===== src/xsie_pkg.sv =====
// Shared types and constants for the x86 subset instruction executor.
package xsie_pkg;

  localparam int MEM_WORDS         = 1024;
  localparam int MEM_AW            = $clog2(MEM_WORDS);
  localparam int INSTR_BYTES_DEF   = 64;
  localparam int NUM_REGS_DEF      = 16;
  localparam int REG_IDX_W         = 4;
  localparam int SP_INDEX          = 4;
  localparam logic [63:0] WORD_BYTES = 64'h8;

  typedef enum logic [2:0] {
    OP_MOV_RR = 3'd0,
    OP_ADD_RR = 3'd1,
    OP_CALL   = 3'd2,
    OP_PUSH   = 3'd3,
    OP_MOV_RM = 3'd4,
    OP_MOV_MR = 3'd5,
    OP_POP    = 3'd6,
    OP_RET    = 3'd7
  } opcode_t;

  typedef enum logic [3:0] {
    MODE_IMM          = 4'd0,
    MODE_REG          = 4'd1,
    MODE_M_IMM        = 4'd2,
    MODE_M_R1         = 4'd3,
    MODE_M_IMM_R1     = 4'd4,
    MODE_M_R1_R2      = 4'd5,
    MODE_M_IMM_R1_R2  = 4'd6,
    MODE_M_R2S        = 4'd7,
    MODE_M_IMM_R2S    = 4'd8,
    MODE_M_R1_R2S     = 4'd9,
    MODE_M_IMM_R1_R2S = 4'd10
  } mode_t;

  typedef struct packed {
    opcode_t     opcode;
    logic [3:0]  src_mode;
    logic [63:0] src_imm;
    logic [3:0]  src_base;
    logic [3:0]  src_index;
    logic [3:0]  src_scale;
    logic [3:0]  dst_mode;
    logic [63:0] dst_imm;
    logic [3:0]  dst_base;
    logic [3:0]  dst_index;
    logic [3:0]  dst_scale;
  } cmd_t;

  typedef struct packed {
    logic        reg_write_en;
    logic [3:0]  reg_write_index;
    logic [63:0] reg_write_value;
    logic        mem_write_en;
    logic [63:0] mem_write_addr;
    logic [63:0] mem_write_data;
    logic [63:0] next_pc;
    logic [63:0] stack_pointer;
  } res_t;

  // register file write request: one general write, then the stack pointer
  typedef struct packed {
    logic                 reg_en;
    logic [REG_IDX_W-1:0] reg_idx;
    logic [63:0]          reg_val;
    logic                 sp_en;
    logic [63:0]          sp_val;
  } rf_wr_t;

endpackage


===== src/xsie_regfile.sv =====
// General register file: four read ports, stack pointer tap, one write plus sp write.
module xsie_regfile #(
  parameter int NUM_REGS = xsie_pkg::NUM_REGS_DEF
) (
  input  logic                                      clk,
  input  logic                                      rst,
  input  logic [3:0][xsie_pkg::REG_IDX_W-1:0]       raddr,
  output logic [3:0][63:0]                          rdata,
  output logic [63:0]                               sp,
  input  xsie_pkg::rf_wr_t                          wr
);
  import xsie_pkg::*;

  localparam int RW = $clog2(NUM_REGS);

  logic [63:0] regs [NUM_REGS];
  logic        gen_we;

  // the stack pointer write wins when both target register 4
  assign gen_we = wr.reg_en && !(wr.sp_en && wr.reg_idx == REG_IDX_W'(SP_INDEX));

  always_comb begin
    for (int i = 0; i < 4; i++) begin
      rdata[i] = regs[RW'(raddr[i])];
    end
  end

  assign sp = regs[RW'(SP_INDEX)];

  always_ff @(posedge clk) begin
    if (rst) begin
      for (int i = 0; i < NUM_REGS; i++) begin
        regs[i] <= '0;
      end
    end else begin
      if (gen_we) begin
        regs[RW'(wr.reg_idx)] <= wr.reg_val;
      end
      if (wr.sp_en) begin
        regs[RW'(SP_INDEX)] <= wr.sp_val;
      end
    end
  end

endmodule


===== config.mk =====
export PLATFORM = sky130hd
export DESIGN_NAME = xsie_regfile
export DESIGN_NICKNAME = d
export VERILOG_FILES = /design/src/xsie_pkg.sv /design/src/xsie_regfile.sv
export SDC_FILE = /design/constraint.sdc
export NUM_CORES = 2
export LEC_CHECK = 0
export CAP_MARGIN = 20
export CORE_MARGIN = 5
export CORE_UTILIZATION = 30
export CTS_BUF_LIST = sky130_fd_sc_hd__clkbuf_16
export DETAILED_ROUTE_END_ITERATION = 8
export DONT_BUFFER_PORTS = 1
export GPL_TIMING_DRIVEN = 0
export MAX_ROUTING_LAYER = met4
export SLEW_MARGIN = 10
export SYNTH_ARGS = -nofsm -noshare
export SYNTH_HDL_FRONTEND = slang
export SYNTH_SLANG_ARGS = --single-unit

===== constraint.sdc =====
create_clock -name clk -period 3.65 [get_ports clk]
set_input_delay 0.5475 -clock clk [delete_from_list [all_inputs] [get_ports clk]]
set_output_delay 0.5475 -clock clk [all_outputs]
set_load 0.02 [all_outputs]

==> impl_metrics.tcl <==
set metrics [dict create \
    status "finished with violations" \
    violations "negative setup slack" \
    tritoncts "built" \
    critPathCapture "rdata[48]" \
    mostFrequentLayoutCells "mux4_2 (1,024), edfxtp_1 (1,024), and2_1 (772)" \
    post_synth.cell_area_avg_um2 15.0 \
    fin_area_um2 78300 \
    worstMarginPinSlew_ns 1.22 \
    grt-ovfl-total 0 \
    synth_enable_flop_cells 1024 \
    synthDistinctLibCells 23 \
    global_route_wire_length_before_repair_mm 428 \
    synth.cell_area_um2 67400 \
    floorplan.core_area_um2 224000 \
    fillCellCount 21480 \
    globalRouteMet3Util_pct 11.6 \
    io_pins 472 \
    cts_buffer_depth 3 \
    timing.final.hold_violations 0 \
    largest_register_ff_count 1024 \
    yosys_warnings 0 \
    gp_routability_congestion 0.943 \
    grt-busiest-layer "met2" \
    cp_cell_sequence "clkbuf_2 -> clkbuf_1 -> mux4_2 -> a22oi_1 -> nand2_1" \
    clock_buffer_count_from_cts 131 \
    layout_setup_ws_ns -0.0859 \
    max_freq_mhz 268 \
    sequential_fraction_of_the_synthesis_area_pct 45.6 \
    final-setup-viol-count 22 \
    area_delta_synth_final_pct 16.1 \
    final_layout_size_suffix_gt1_share_pct 29.7 \
    max_cap_violations 0 \
    netSwitchingPower_mw 10.9 \
    track_usage_pct 27.0 \
    worst_slack_on_hold_paths_ns 0.104 \
    postSynth.topFlopCell "edfxtp_1" \
    postRouteWirelength_mm 319 \
    number_of_iterations_in_the_first_detailed_routing_pass 6 \
    period_share_pct 102 \
    library_cell_used_as_clock_root_buffer "clkbuf_16" \
    chipHeight_um 484 \
    maxSlewHeadroom_pct 18.4 \
    avg_vias_per_cell 6.51 \
    cp_data_required_time_ns 3.10 \
    grt_util_met1_pct 31.9 \
    classification_of_the_worst_slack_hold_path "input port to flip-flop" \
    worst_ep_arrival_time_ns 3.19 \
    max-vdd-ir-drop_uv 428 \
    antenna_violating_nets_post_route 0 \
    std_cell_rows 174 \
    worstSetupEndpointType "output pin" \
    detailroute.via_count 52057 \
    num-nets-final 4948 \
    comb_power_share_pct 19.7 \
    internal_power_mw 24.2 \
    place.detailed.hpwl_mm 227 \
    grt_antenna_before_repair 59 \
    groute.layer.met2.usage_pct 39.4 \
    grt_pass1_vias 49330 \
    maxSlewViolCount 0 \
    rsz_0062_raised_after_global_routing "no" \
    clkSinkCount 1024 \
    crit_slowest_cell "clkbuf_1" \
    synth_cells 4494 \
    crit_start "raddr[1]" \
    setup-tns-final_ns -0.679 \
    largest_registers "regs x1024" \
    initial_core_util_pct 30.1 \
    detailed_place.area_um2 72300 \
    remaining_drc_errors 0 \
    synth-seq-cells 1024 \
    routedWlPerCell_um 39.9 \
    h-tree-depth 4 \
    io_buffer_count 0 \
    detailedPlace.worstSlack_ns -0.175 \
    timing.critical_path.from_type "input port" \
    power_leakage_nw 25.7 \
    powerDensity_nw_per_um2 447 \
    seq_power_share_pct 41.4 \
    final.min_clock_period_ns 3.74 \
    power.switching_fraction_pct 31.0 \
    clockPowerShare_pct 38.9 \
    synth_fp_nets 4646 \
    worst_setup_hold_path_clk_slew_ns 0.06 \
    detailedRoute.firstIterationViolations 8928 \
    worst_setup_path_category "input port to output pin" \
    grt_start_max_net_pins 41 \
    largest-register "regs" \
    die_x_um 484 \
    final_util_pct 34.9 \
    critPathMaxStageDelay_ns 0.74 \
    design.die.area_um2 234000 \
    cp_max_fo 10 \
    async_flop_share_pct 0 \
]
## per-stage QoR
stage | std cells | total power [mW]
detailed placement | 7527 | 21.2
floorplan | 4494 | 18.6
global placement | 7486 | 21.0
global route | 7963 | 35.7
CTS | 7893 | 34.8
finish | 8001 | 35.0
## routing by layer
metal  routed length [um]  part of all wire (%)
met1               106000                    33
met2               142000                    44
met3                52200                    16
met4                18800                   5.9
met5                    0                     0
## logic make-up after synthesis
logic type / share of synthesized area [%]
flip-flops: 45.6
multiplexers: 34.2
buffers and inverters: 3.19
AO/OA/AOI/OAI: 6.57
AND/OR/NAND/NOR: 10.5
## final cells by class
| class | instances | area, um2 | area share [%] |
|---|---|---|---|
| Tap cell | 2992 | 3740 | 4.78 |
| Sequential cell | 1024 | 30700 | 39.3 |
| Antenna cell | 107 | 268 | 0.342 |
| Clock inverter | 106 | 1080 | 1.38 |
| Timing Repair Buffer | 169 | 2280 | 2.92 |
| Clock buffer | 133 | 3330 | 4.25 |
| Multi-Input combinational cell | 2941 | 34600 | 44.2 |
| Buffer | 529 | 2230 | 2.85 |
## what timing repair did
| item | in CTS | in global routing |
|---|---|---|
| setup buffers | 0 | 0 |
| endpoints found under the setup margin | 108 | 15 |
| hold buffers | 127 | 0 |
| resized for setup | 8 | 12 |
| hold endpoints to repair | 378 | 0 |
| pin swaps | 0 | 0 |
## how the worst min path moves through the flow
stage / cells after the start / startpoint / endpoint / slack [ns]
5_1_grt: 1 / wr[65] / regs[4][0] / 0.12
6_report: 1 / wr[65] / regs[4][0] / 0.10
3_5_place_dp: 1 / wr[84] / regs[0][19] / 0.75
2_1_floorplan: 1 / wr[65] / regs[0][0] / 0.75
4_1_cts: 1 / wr[65] / regs[4][0] / 0.15
3_3_place_gp: 1 / wr[74] / regs[0][9] / 0.75
## synthesized netlist by cell type, drive strengths merged (2+ instances only)
| cell type | n | share of area, % |
|---|---|---|
| mux4 | 1024 | 34 |
| nand2 | 321 | 1.8 |
| buf | 182 | 1.2 |
| nor3 | 4 | 0.030 |
| or2 | 14 | 0.13 |
| a22oi | 512 | 5.7 |
| edfxtp | 1024 | 46 |
| nor2b | 11 | 0.10 |
| a22o | 64 | 0.83 |
| clkbuf | 347 | 2.0 |
| and2 | 772 | 7.2 |
| a21o | 2 | 0.022 |
| nor2 | 207 | 1.2 |
| nand2b | 3 | 0.028 |
## critical path, delay by kind of cell
family	cells	cell delay (ns)
compound gates	1	0.44
buf+inv	2	1.44
mux	1	0.44
simple gates	1	0.31
## power groups by stage
stage	Clock, mW	Combinational [mW]	Sequential (mW)
final	13.6	6.91	14.5
after global routing	14.1	7.01	14.6
after CTS	13.6	6.72	14.5
after floorplan	0	4.22	14.4
after detailed placement	0	6.50	14.7
after global placement	0	6.34	14.7
No activity file was read; power rests on OpenSTA's default activity.
